$ cat src/hw/rtl/sbm_pkg.sv
// Package for the sprite bounds motion step unit: item codes, edge modes,
// register indexes and register reset values. No dependencies.
`default_nettype none

package sbm_pkg;

	localparam int COORD_BITS_DEF = 16;

	// Item kinds.
	localparam logic [1:0] KIND_TICK = 2'd0;
	localparam logic [1:0] KIND_LOAD = 2'd1;
	localparam logic [1:0] KIND_KILL = 2'd2;

	// Edge actions.
	localparam logic [1:0] MODE_STOP   = 2'd0;
	localparam logic [1:0] MODE_WRAP   = 2'd1;
	localparam logic [1:0] MODE_BOUNCE = 2'd2;
	localparam logic [1:0] MODE_DIE    = 2'd3;

	// Register indexes (byte address is four times the index).
	localparam logic [2:0] REG_BOUND_LEFT    = 3'd0;
	localparam logic [2:0] REG_BOUND_TOP     = 3'd1;
	localparam logic [2:0] REG_BOUND_RIGHT   = 3'd2;
	localparam logic [2:0] REG_BOUND_BOTTOM  = 3'd3;
	localparam logic [2:0] REG_EDGE_MODE     = 3'd4;
	localparam logic [2:0] REG_SPRITE_WIDTH  = 3'd5;
	localparam logic [2:0] REG_SPRITE_HEIGHT = 3'd6;

	localparam int PADDR_BITS = 5;

	// Register reset values.
	localparam logic signed [15:0] BOUND_LEFT_RST    = 16'sd0;
	localparam logic signed [15:0] BOUND_TOP_RST     = 16'sd0;
	localparam logic signed [15:0] BOUND_RIGHT_RST   = 16'sd640;
	localparam logic signed [15:0] BOUND_BOTTOM_RST  = 16'sd480;
	localparam logic [1:0]         EDGE_MODE_RST     = MODE_STOP;
	localparam logic [11:0]        SPRITE_WIDTH_RST  = 12'd16;
	localparam logic [11:0]        SPRITE_HEIGHT_RST = 12'd16;

endpackage

`default_nettype wire

$ cat src/hw/rtl/sbm_ifs.sv
// Channel interfaces of the sprite bounds motion step unit: the command
// channel and the result channel. Each carries valid, ready and the payload.
`default_nettype none

interface sbm_cmd_if;
	logic               valid;
	logic               ready;
	logic [1:0]         kind;
	logic signed [15:0] load_x;
	logic signed [15:0] load_y;
	logic signed [15:0] load_vx;
	logic signed [15:0] load_vy;

	modport source (output valid, kind, load_x, load_y, load_vx, load_vy, input ready);
	modport sink (input valid, kind, load_x, load_y, load_vx, load_vy, output ready);
endinterface

interface sbm_res_if;
	logic               valid;
	logic               ready;
	logic signed [15:0] pos_x;
	logic signed [15:0] pos_y;
	logic signed [15:0] vel_x;
	logic signed [15:0] vel_y;
	logic               killed;

	modport source (output valid, pos_x, pos_y, vel_x, vel_y, killed, input ready);
	modport sink (input valid, pos_x, pos_y, vel_x, vel_y, killed, output ready);
endinterface

`default_nettype wire

$ cat src/hw/rtl/sprite_bounds_motion_step_unit.sv
// Top level of the sprite bounds motion step unit: APB register file, input
// register, move and edge logic, result register. Uses sbm_pkg and sbm_ifs.

// The unit holds one sprite's position, velocity and pending-kill flag. It
// takes one beat per cycle on cmd while res does not stall: a beat is first
// captured in an input register; when it advances, the move and edge logic
// updates the state and the result beat appears on res. Every beat passes
// through the position and velocity registers. When res is stalled, the
// input register holds one more beat and then cmd.ready drops. Registers sit
// at byte addresses 0, 4, ... 24 in the order bound_left, bound_top,
// bound_right, bound_bottom, edge_mode, sprite_width, sprite_height; the user
// must write them only while no beat is in flight; the block does not enforce
// it. COORD_BITS sets the width of the position and velocity state; results
// show its low 16 bits.
`default_nettype none

module sprite_bounds_motion_step_unit
	import sbm_pkg::*;
#(
	parameter int COORD_BITS = COORD_BITS_DEF
) (
	input  wire                   clk,
	input  wire                   arst_n,
	input  wire                   psel,
	input  wire                   penable,
	input  wire                   pwrite,
	input  wire  [PADDR_BITS-1:0] paddr,
	input  wire  [31:0]           pwdata,
	output logic [31:0]           prdata,
	output logic                  pready,
	sbm_cmd_if.sink               cmd,
	sbm_res_if.source             res
);

	localparam int CB_EXT = (COORD_BITS > 16) ? COORD_BITS : 16;
	localparam int WB     = CB_EXT + 4;

	// Register file.
	logic signed [15:0] bound_left_q, bound_top_q, bound_right_q, bound_bottom_q;
	logic [1:0]         edge_mode_q;
	logic [11:0]        sprite_width_q, sprite_height_q;
	logic               cfg_wr;
	logic [2:0]         cfg_idx;

	// Sprite state.
	logic signed [COORD_BITS-1:0] cur_x_q, cur_y_q, speed_x_q, speed_y_q;
	logic                         kill_pending_q;

	// Input register and result control.
	logic               valid_s1;
	logic [1:0]         kind_s1;
	logic signed [15:0] load_x_s1, load_y_s1, load_vx_s1, load_vy_s1;
	logic               res_valid_q, killed_q;
	logic               advance;

	// Next state.
	logic signed [COORD_BITS-1:0] nxt_x, nxt_y, nxt_vx, nxt_vy;
	logic                         nxt_pend, nxt_kill;
	logic signed [WB-1:0]         out_x_w, out_y_w, out_vx_w, out_vy_w;

	function automatic logic signed [COORD_BITS-1:0] sat_c(input logic signed [WB-1:0] v);
		logic signed [WB-1:0] hi;
		logic signed [WB-1:0] lo;
		hi = {{(WB - COORD_BITS + 1){1'b0}}, {(COORD_BITS - 1){1'b1}}};
		lo = ~hi;
		if (v > hi) begin
			sat_c = hi[COORD_BITS-1:0];
		end else if (v < lo) begin
			sat_c = lo[COORD_BITS-1:0];
		end else begin
			sat_c = v[COORD_BITS-1:0];
		end
	endfunction

	assign pready  = 1'b1;
	assign cfg_idx = paddr[PADDR_BITS-1:2];
	assign cfg_wr  = psel && penable && pwrite && pready;

	always_ff @(posedge clk or negedge arst_n) begin
		if (!arst_n) begin
			bound_left_q    <= BOUND_LEFT_RST;
			bound_top_q     <= BOUND_TOP_RST;
			bound_right_q   <= BOUND_RIGHT_RST;
			bound_bottom_q  <= BOUND_BOTTOM_RST;
			edge_mode_q     <= EDGE_MODE_RST;
			sprite_width_q  <= SPRITE_WIDTH_RST;
			sprite_height_q <= SPRITE_HEIGHT_RST;
		end else if (cfg_wr) begin
			case (cfg_idx)
				REG_BOUND_LEFT:    bound_left_q    <= pwdata[15:0];
				REG_BOUND_TOP:     bound_top_q     <= pwdata[15:0];
				REG_BOUND_RIGHT:   bound_right_q   <= pwdata[15:0];
				REG_BOUND_BOTTOM:  bound_bottom_q  <= pwdata[15:0];
				REG_EDGE_MODE:     edge_mode_q     <= pwdata[1:0];
				REG_SPRITE_WIDTH:  sprite_width_q  <= pwdata[11:0];
				REG_SPRITE_HEIGHT: sprite_height_q <= pwdata[11:0];
				default: ;
			endcase
		end
	end

	always_comb begin
		case (cfg_idx)
			REG_BOUND_LEFT:    prdata = {16'b0, bound_left_q};
			REG_BOUND_TOP:     prdata = {16'b0, bound_top_q};
			REG_BOUND_RIGHT:   prdata = {16'b0, bound_right_q};
			REG_BOUND_BOTTOM:  prdata = {16'b0, bound_bottom_q};
			REG_EDGE_MODE:     prdata = {30'b0, edge_mode_q};
			REG_SPRITE_WIDTH:  prdata = {20'b0, sprite_width_q};
			REG_SPRITE_HEIGHT: prdata = {20'b0, sprite_height_q};
			default:           prdata = 32'b0;
		endcase
	end

	// The input register moves on when the result register is free or
	// its beat is taken in this cycle.
	assign advance   = valid_s1 && (!res_valid_q || res.ready);
	assign cmd.ready = !valid_s1 || advance;

	always_ff @(posedge clk or negedge arst_n) begin
		if (!arst_n) begin
			valid_s1 <= 1'b0;
		end else if (cmd.ready) begin
			valid_s1 <= cmd.valid;
		end
	end

	always_ff @(posedge clk) begin
		if (cmd.ready && cmd.valid) begin
			kind_s1    <= cmd.kind;
			load_x_s1  <= cmd.load_x;
			load_y_s1  <= cmd.load_y;
			load_vx_s1 <= cmd.load_vx;
			load_vy_s1 <= cmd.load_vy;
		end
	end

	always_comb begin
		logic signed [WB-1:0] nx, ny, vx, vy;
		logic signed [WB-1:0] bl, bt, br, bb, w, h, lim_x, lim_y;
		logic                 move;

		nxt_x    = cur_x_q;
		nxt_y    = cur_y_q;
		nxt_vx   = speed_x_q;
		nxt_vy   = speed_y_q;
		nxt_pend = kill_pending_q;
		nxt_kill = 1'b0;

		bl    = WB'(bound_left_q);
		bt    = WB'(bound_top_q);
		br    = WB'(bound_right_q);
		bb    = WB'(bound_bottom_q);
		w     = WB'($signed({1'b0, sprite_width_q}));
		h     = WB'($signed({1'b0, sprite_height_q}));
		lim_x = br - w;
		lim_y = bb - h;
		vx    = WB'(speed_x_q);
		vy    = WB'(speed_y_q);
		nx    = WB'(cur_x_q) + vx;
		ny    = WB'(cur_y_q) + vy;
		move  = 1'b1;

		case (kind_s1)
			KIND_LOAD: begin
				nxt_x  = sat_c(WB'(load_x_s1));
				nxt_y  = sat_c(WB'(load_y_s1));
				nxt_vx = sat_c(WB'(load_vx_s1));
				nxt_vy = sat_c(WB'(load_vy_s1));
			end
			KIND_KILL: begin
				nxt_pend = 1'b1;
			end
			KIND_TICK: begin
				if (kill_pending_q) begin
					nxt_kill = 1'b1;
				end else begin
					case (edge_mode_q)
						MODE_WRAP: begin
							if (nx + w < bl) begin
								nx = br;
							end else if (nx > br) begin
								nx = bl - w;
							end
							if (ny + h < bt) begin
								ny = bb;
							end else if (ny > bb) begin
								ny = bt - h;
							end
						end
						MODE_BOUNCE: begin
							if (nx < bl) begin
								nx = bl;
								vx = -vx;
							end else if (nx + w > br) begin
								nx = lim_x;
								vx = -vx;
							end
							if (ny < bt) begin
								ny = bt;
								vy = -vy;
							end else if (ny + h > bb) begin
								ny = lim_y;
								vy = -vy;
							end
						end
						MODE_DIE: begin
							if (nx + w < bl || nx > br || ny + h < bt || ny > bb) begin
								nxt_kill = 1'b1;
								move     = 1'b0;
							end
						end
						default: begin
							// Stop: clamp to the edge, and the left (top) edge wins
							// when the area is narrower than the sprite.
							if (nx < bl || nx > lim_x) begin
								nx = (nx < lim_x) ? nx : lim_x;
								nx = (nx > bl) ? nx : bl;
								vx = '0;
								vy = '0;
							end
							if (ny < bt || ny > lim_y) begin
								ny = (ny < lim_y) ? ny : lim_y;
								ny = (ny > bt) ? ny : bt;
								vx = '0;
								vy = '0;
							end
						end
					endcase
					if (move) begin
						nxt_x  = sat_c(nx);
						nxt_y  = sat_c(ny);
						nxt_vx = sat_c(vx);
						nxt_vy = sat_c(vy);
					end
				end
			end
			default: ;
		endcase
	end

	// The state registers change only when a new result is loaded, so they
	// double as the payload of the result register.
	always_ff @(posedge clk or negedge arst_n) begin
		if (!arst_n) begin
			cur_x_q        <= '0;
			cur_y_q        <= '0;
			speed_x_q      <= '0;
			speed_y_q      <= '0;
			kill_pending_q <= 1'b0;
			killed_q       <= 1'b0;
			res_valid_q    <= 1'b0;
		end else begin
			if (advance) begin
				cur_x_q        <= nxt_x;
				cur_y_q        <= nxt_y;
				speed_x_q      <= nxt_vx;
				speed_y_q      <= nxt_vy;
				kill_pending_q <= nxt_pend;
				killed_q       <= nxt_kill;
				res_valid_q    <= 1'b1;
			end else if (res.ready) begin
				res_valid_q <= 1'b0;
			end
		end
	end

	assign out_x_w  = WB'(cur_x_q);
	assign out_y_w  = WB'(cur_y_q);
	assign out_vx_w = WB'(speed_x_q);
	assign out_vy_w = WB'(speed_y_q);

	assign res.valid  = res_valid_q;
	assign res.pos_x  = out_x_w[15:0];
	assign res.pos_y  = out_y_w[15:0];
	assign res.vel_x  = out_vx_w[15:0];
	assign res.vel_y  = out_vy_w[15:0];
	assign res.killed = killed_q;

	// A kill request leaves the flag set for good.
	a_kill_sets_flag: assert property (@(posedge clk) disable iff (!arst_n)
		advance && kind_s1 == KIND_KILL |=> kill_pending_q)
		else $error("kill beat did not set the pending flag");

	a_flag_sticky: assert property (@(posedge clk) disable iff (!arst_n)
		kill_pending_q |=> kill_pending_q)
		else $error("pending kill flag cleared");

	// A tick under a pending kill reports a kill and leaves the sprite alone.
	a_pending_tick: assert property (@(posedge clk) disable iff (!arst_n)
		advance && kind_s1 == KIND_TICK && kill_pending_q
		|=> killed_q && $stable(cur_x_q) && $stable(cur_y_q) && $stable(speed_x_q))
		else $error("tick under pending kill moved the sprite or was not reported");

	a_load_no_kill: assert property (@(posedge clk) disable iff (!arst_n)
		advance && kind_s1 == KIND_LOAD |=> res_valid_q && !killed_q)
		else $error("load beat reported a kill");

endmodule

`default_nettype wire
$ cat src/flat_wrapper.sv
// flat-port wrapper written by rule: the top's interface ports become plain ports
module sprite_bounds_motion_step_unit_flat import sbm_pkg::*;
#(
	parameter int COORD_BITS = COORD_BITS_DEF
)
  (clk, arst_n, psel, penable, pwrite, paddr, pwdata, prdata, pready, cmd_valid, cmd_kind, cmd_load_x, cmd_load_y, cmd_load_vx, cmd_load_vy, cmd_ready, res_valid, res_pos_x, res_pos_y, res_vel_x, res_vel_y, res_killed, res_ready);
  sbm_cmd_if cmd_i ();
  sbm_res_if res_i ();
  input  wire clk;
  input  wire arst_n;
  input  wire psel;
  input  wire penable;
  input  wire pwrite;
  input  wire  [PADDR_BITS-1:0] paddr;
  input  wire  [31:0] pwdata;
  output logic [31:0] prdata;
  output logic pready;
  input wire logic [$bits(cmd_i.valid)-1:0] cmd_valid;
  input wire logic [$bits(cmd_i.kind)-1:0] cmd_kind;
  input wire logic [$bits(cmd_i.load_x)-1:0] cmd_load_x;
  input wire logic [$bits(cmd_i.load_y)-1:0] cmd_load_y;
  input wire logic [$bits(cmd_i.load_vx)-1:0] cmd_load_vx;
  input wire logic [$bits(cmd_i.load_vy)-1:0] cmd_load_vy;
  output wire logic [$bits(cmd_i.ready)-1:0] cmd_ready;
  output wire logic [$bits(res_i.valid)-1:0] res_valid;
  output wire logic [$bits(res_i.pos_x)-1:0] res_pos_x;
  output wire logic [$bits(res_i.pos_y)-1:0] res_pos_y;
  output wire logic [$bits(res_i.vel_x)-1:0] res_vel_x;
  output wire logic [$bits(res_i.vel_y)-1:0] res_vel_y;
  output wire logic [$bits(res_i.killed)-1:0] res_killed;
  input wire logic [$bits(res_i.ready)-1:0] res_ready;
  assign cmd_i.valid = cmd_valid;
  assign cmd_i.kind = cmd_kind;
  assign cmd_i.load_x = cmd_load_x;
  assign cmd_i.load_y = cmd_load_y;
  assign cmd_i.load_vx = cmd_load_vx;
  assign cmd_i.load_vy = cmd_load_vy;
  assign cmd_ready = cmd_i.ready;
  assign res_valid = res_i.valid;
  assign res_pos_x = res_i.pos_x;
  assign res_pos_y = res_i.pos_y;
  assign res_vel_x = res_i.vel_x;
  assign res_vel_y = res_i.vel_y;
  assign res_killed = res_i.killed;
  assign res_i.ready = res_ready;
  sprite_bounds_motion_step_unit #(.COORD_BITS(COORD_BITS)) u_core (.clk(clk), .arst_n(arst_n), .psel(psel), .penable(penable), .pwrite(pwrite), .paddr(paddr), .pwdata(pwdata), .prdata(prdata), .pready(pready), .cmd(cmd_i), .res(res_i));
endmodule
$ cat config.mk
export PLATFORM = sky130hd
export DESIGN_NAME = sprite_bounds_motion_step_unit_flat
export DESIGN_NICKNAME = d
export VERILOG_FILES = /design/src/hw/rtl/sbm_pkg.sv /design/src/hw/rtl/sbm_ifs.sv /design/src/hw/rtl/sprite_bounds_motion_step_unit.sv /design/src/flat_wrapper.sv
export SDC_FILE = /design/constraint.sdc
export NUM_CORES = 1
export LEC_CHECK = 0
export BUFFER_PORTS_ARGS = -buffer_cell sky130_fd_sc_hd__buf_2
export CAP_MARGIN = 5
export CORE_MARGIN = 2
export CORE_UTILIZATION = 50
export CTS_CLUSTER_DIAMETER = 100
export DETAILED_ROUTE_END_ITERATION = 6
export HOLD_SLACK_MARGIN = 0.05
export PLACE_DENSITY_LB_ADDON = 0.3
export SYNTH_ARGS = -nofsm -noshare
export SYNTH_HDL_FRONTEND = slang
export SYNTH_SLANG_ARGS = --single-unit
$ cat constraint.sdc
create_clock -name clk -period 10 [get_ports clk]
set_clock_uncertainty 0.05 [all_clocks]
set_input_delay 2 -clock clk [delete_from_list [all_inputs] [get_ports clk]]
set_output_delay 2 -clock clk [all_outputs]
set_load 0.01 [all_outputs]
* Yosys cells after proc, flatten, opt, wreduce, memory -nomap -nowiden
Index checks and enable logic that the tools add are counted.
Storage, ports and cells: word-level logic and storage cells 173, output and inout port bits 100, register bits after elaboration 224
Cells by class: $add $sub $neg 10, eq/ne operators 13, reductions and logical operators 27, muxes and demuxes 73, magnitude comparators 30
Operator list (count):
- $mux 20 | 30
- $mux 16 | 24
- $pmux 16 s2 | 4
- $pmux 20 s3 | 2
- $pmux 16 s7 | 1
- $gt 20x16->1 | 4
- $gt 20x16->1 const B | 4
- $lt 20x16->1 const B | 4
- $pmux 20 s2 | 2
- $sub 16x13->17 | 4
- $gt 16x16->1 const B | 4
- $lt 16x16->1 const B | 4
- $lt 20x16->1 | 2
- $neg 16->20 | 2
- $add 17x13->18 | 2
- $add 16x16->17 | 2
- $gt 17x16->1 | 2
- $gt 17x17->1 | 2
- $lt 17x16->1 | 2
- $lt 17x17->1 | 2
- $reduce_and 2->1 | 8
- $mux 1 | 10
- $eq 3x3->1 const B | 3
- $logic_or 1x1->1 | 7
- other kinds (13) | 22

* Logic depth before layout (Yosys ltp)
depth after elaboration 15, depth in mapped cells 36, depth with buffers taken out 32

* Least setup slack after synthesis
No wires, ideal clock.
path type flip-flop to flip-flop, start register u_core.sprite_height_q[1], end register u_core.cur_y_q[5] (netlist: u_core.res.pos_y[5]), cell stages (with the launch flop) 33, data required time 9.811 ns, clock period less this slack 7.300 ns, buffers on the path 5, path slack 2.700 ns, setup time 0.139 ns, arrival 7.111 ns, cells stage by stage dfrtp_1 > inv_1 > ha_1 > nor2b_1 > o31a_1 > o41ai_1 > o21ai_0 > nand3_1 > nand2_1 > a21oi_1 > xor2_1 > ha_1 > nand4_1 > or2_2 > a31oi_1 > or3_1 > a32oi_1 > a211oi_4 > buf_2 > buf_2 > mux2_2 > ha_1 > nand4_1 > a2111oi_0 > a211o_1 > and2_1 > clkbuf_1 > clkbuf_1 > clkbuf_1 > o211ai_1 > o311a_1 > a221oi_1 > o21ai_0
Between the ends: longest elaborated chain between the ends 15, elaborated cells between the ends (all ways) 34, classes of those cells add/sub (3); order compare (7); eq/ne (1); mux (19); reduce/logical (4)
RTL lines:
- start, declared | line sprite_bounds_motion_step_unit.sv:41 | logic [11:0] sprite_width_q, sprite_height_q;
- start signal, assigned | line sprite_bounds_motion_step_unit.sv:96 | REG_SPRITE_HEIGHT: sprite_height_q <= pwdata[11:0];
- $sub 16x13->17 | line sprite_bounds_motion_step_unit.sv:157 | lim_y = bb - h;
- $lt 17x17->1 | line sprite_bounds_motion_step_unit.sv:223 | ny = (ny < lim_y) ? ny : lim_y;
- $mux 20 | line sprite_bounds_motion_step_unit.sv:223
- $gt 20x16->1 | line sprite_bounds_motion_step_unit.sv:224 | ny = (ny > bt) ? ny : bt;
- $mux 20 | line sprite_bounds_motion_step_unit.sv:224
- $mux 20 | line sprite_bounds_motion_step_unit.sv:222 | if (ny < bt || ny > lim_y) begin
- $pmux 20 s3 | line sprite_bounds_motion_step_unit.sv:178 | case (edge_mode_q)
- $mux 20 | line sprite_bounds_motion_step_unit.sv:175 | if (kill_pending_q) begin
- $mux 20 | line sprite_bounds_motion_step_unit.sv:164 | case (kind_s1)
- $lt 20x16->1 | line sprite_bounds_motion_step_unit.sv:68 | end else if (v < lo) begin
- $mux 16 | line sprite_bounds_motion_step_unit.sv:68
- $mux 16 | line sprite_bounds_motion_step_unit.sv:66 | if (v > hi) begin
- $mux 16 | line sprite_bounds_motion_step_unit.sv:230 | if (move) begin
- $mux 16 | line sprite_bounds_motion_step_unit.sv:175
- $pmux 16 s2 | line sprite_bounds_motion_step_unit.sv:164
- end signal, assigned | line sprite_bounds_motion_step_unit.sv:256 | cur_y_q <= nxt_y;
- end, declared | line sprite_bounds_motion_step_unit.sv:46 | logic signed [COORD_BITS-1:0] cur_x_q, cur_y_q, speed_x_q, speed_y_q;
Parallel ways exist; a longest one is shown, timed or not. The select of a mux whose other input is x is not followed. A chain may end at the register's enable or synchronous reset.

* Worst setup path in the final report
start register u_core.sprite_height_q[1], end register u_core.cur_y_q[9] (netlist: u_core.res.pos_y[9])
The elaborated chain is that of the path after synthesis.

==> metrics.cfg <==
[outcome]
status=completed

[clocking]
cts_tree=done
cts_buffer_depth=3
cts_buffers=27
root_buffer=clkbuf_16
ctsResizeCount=0
clk_latency_ps=600
cts_setup_buffers=0
htreeDepth=1
cts_sinks=224
postCtsHoldBufs=0
clkTransAtPathRegs_ps=60

[synthesis]
synth_ff_type=dfrtp_1
synthArstFlopShare=0.705
synth_area_mm2=0.0232
syn_inst=2841
avgSynthCellArea_um2=8.18
synth_cell_types=101
ys_seq_elements=224
synth_edf_count=66
yosys_warnings=0
synth-seq-area-share=0.256

[worst_setup_path]
required_ps=10440
crit_type=reg2reg
cp_max_fo=14
start_kind=register
critPathSlowestCell=a211oi_4
cp_slowest_stage_delay_ps=640
crit_arrival_ps=9590
critPathCaptureType=register
cpMostUsedCell=ha_1

[layout]
num-fill-cells=4315
final_util=0.564
syn2layout_area_growth_pct=10.8
multiInputGateArea_mm2=0.0161
fin_area_mm2=0.0257
nets=3412
seqCellArea_mm2=0.00595
drive_above_1_share=0.128

[timing]
setup_slack_ps=858
period_minus_slack_ps=9140
period_share=0.914
finalSetupViolations=0
slew_headroom=0.214
worst_pin_slew_ps=1170
rsz0062_at_grt=false
maxSlewViolCount=0
timing.fmax_mhz=109
hold_violations=0
finalSetupTns_ps=0

[place]
io_buffers=174
dp_slack_ps=1080
place_area_mm2=0.0248
gp_congestion=1.02
hpwlAfterDp_mm=74.8

[routing]
drc=0
num_vias=23700
dr.pass1.iters=5
route.met3.wl_mm=7.15
wl_per_cell_um=26.3
met2WireLength_mm=43.7
wl_met1_mm=37.7
drtAntennaViolNets=0
via_per_inst=6.57
wl_mm=95.0
highest_layer=met5
drtIter0Drc=2372

[die]
start_util=0.509
core.rowCount=78
core_region_area_mm2=0.0457
die_height_um=220
dieArea_mm2=0.0482
io_pins=210
die_width_um=220

[grt]
grt_pass1_vias=22500
grt_pass1_wl_mm=139
overflow=0
grtUsageTotal=0.384
grt_max_degree=68
antenna_found_initial=4

[min_path]
hp-class=reg2reg

[job]
maxCapViolCount=0

## critical path: cells and delay by family, from the launching register on
kind | cells | cell delay, ps
adders and majority gates | 3 | 860
xor gates and xnor gates | 1 | 560
muxes | 1 | 370
DFF | 1 | 470
AOI/OAI and AO/OA | 12 | 3810
buffers and inverters | 2 | 490
and+or+nand+nor | 11 | 2440
## cells by family (layout without fill, tap and decap cells)
logic type	count (synthesis)	count (layout)	share of synthesized area
compound gates	980	980	0.271
simple gates	821	821	0.162
fa+ha+maj	317	317	0.173
buf+inv	315	466	0.0546
flops	224	224	0.256
xor+xnor	102	102	0.0384
mux	80	80	0.0447
other cells	2	20	0.000323
## cell usage in the layout (no fill, tap or decap), types with 41 or more instances in the layout
cell type / count
buf_4: 58
nor2_1: 251
dfrtp_1: 148
inv_1: 182
edfxtp_1: 66
a211oi_1: 43
buf_2: 173
nor3_1: 42
mux2_2: 41
nand3_1: 51
xnor2_1: 73
o21ai_0: 260
a21o_1: 46
a21oi_1: 248
nand2_1: 276
nor2b_1: 45
ha_1: 308
## Yosys cell counts, types with 45 or more instances
master    instances  share of area
inv_1           182          0.029
a21o_1           46          0.015
edfxtp_1         66          0.085
nor2b_1          45          0.012
nor2_1          252          0.041
o21ai_0         260          0.056
nand2_1         277          0.045
dfrtp_1         150           0.16
xnor2_1          73          0.028
a21oi_1         248          0.053
clkbuf_1        100          0.016
nand3_1          51          0.011
ha_1            308           0.17
## final cells by class
class / instances / area share
Multi-Input combinational cell: 2317 / 0.626
Sequential cell: 224 / 0.231
Timing Repair Buffer: 233 / 0.0516
Tap cell: 600 / 0.0292
Clock buffer: 34 / 0.0281
Inverter: 183 / 0.0267
Clock inverter: 16 / 0.00715
Antenna cell: 3 / 0.000292
## stage by stage
step / instances / hold slack (ps)
5_1_grt: 3609 / 453
3_3_place_gp: 3555 / 413
3_5_place_dp: 3556 / 429
4_1_cts: 3606 / 438
6_report: 3610 / 443
2_1_floorplan: 2856 / 381
## metal layers
layer | global-route usage | vias to the layer above
met3 | 0.0587 | 278
met1 | 0.483 | 11500
met2 | 0.630 | 1152
li1 | - | 10800
met4 | 0.220 | 2
met5 | 0 | -
## worst paths after layout
path	from	endpoint	slack (ps)	cells past startpoint
max	u_core.sprite_height_q[1]	u_core.res.pos_y[9]	860	30
min	u_core.kill_pending_q	u_core.kill_pending_q	440	1
max reg2reg	u_core.sprite_height_q[1]	u_core.res.pos_y[9]	860	30
min reg2reg	u_core.kill_pending_q	u_core.kill_pending_q	440	1
max in group asynchronous	arst_n	u_core.edge_mode_q[0]	7220	2
min in group asynchronous	arst_n	u_core.res.pos_x[4]	1350	1
Power is not shown: default switching activity piles up to over one toggle a cycle in this logic, so the estimate is an artifact.
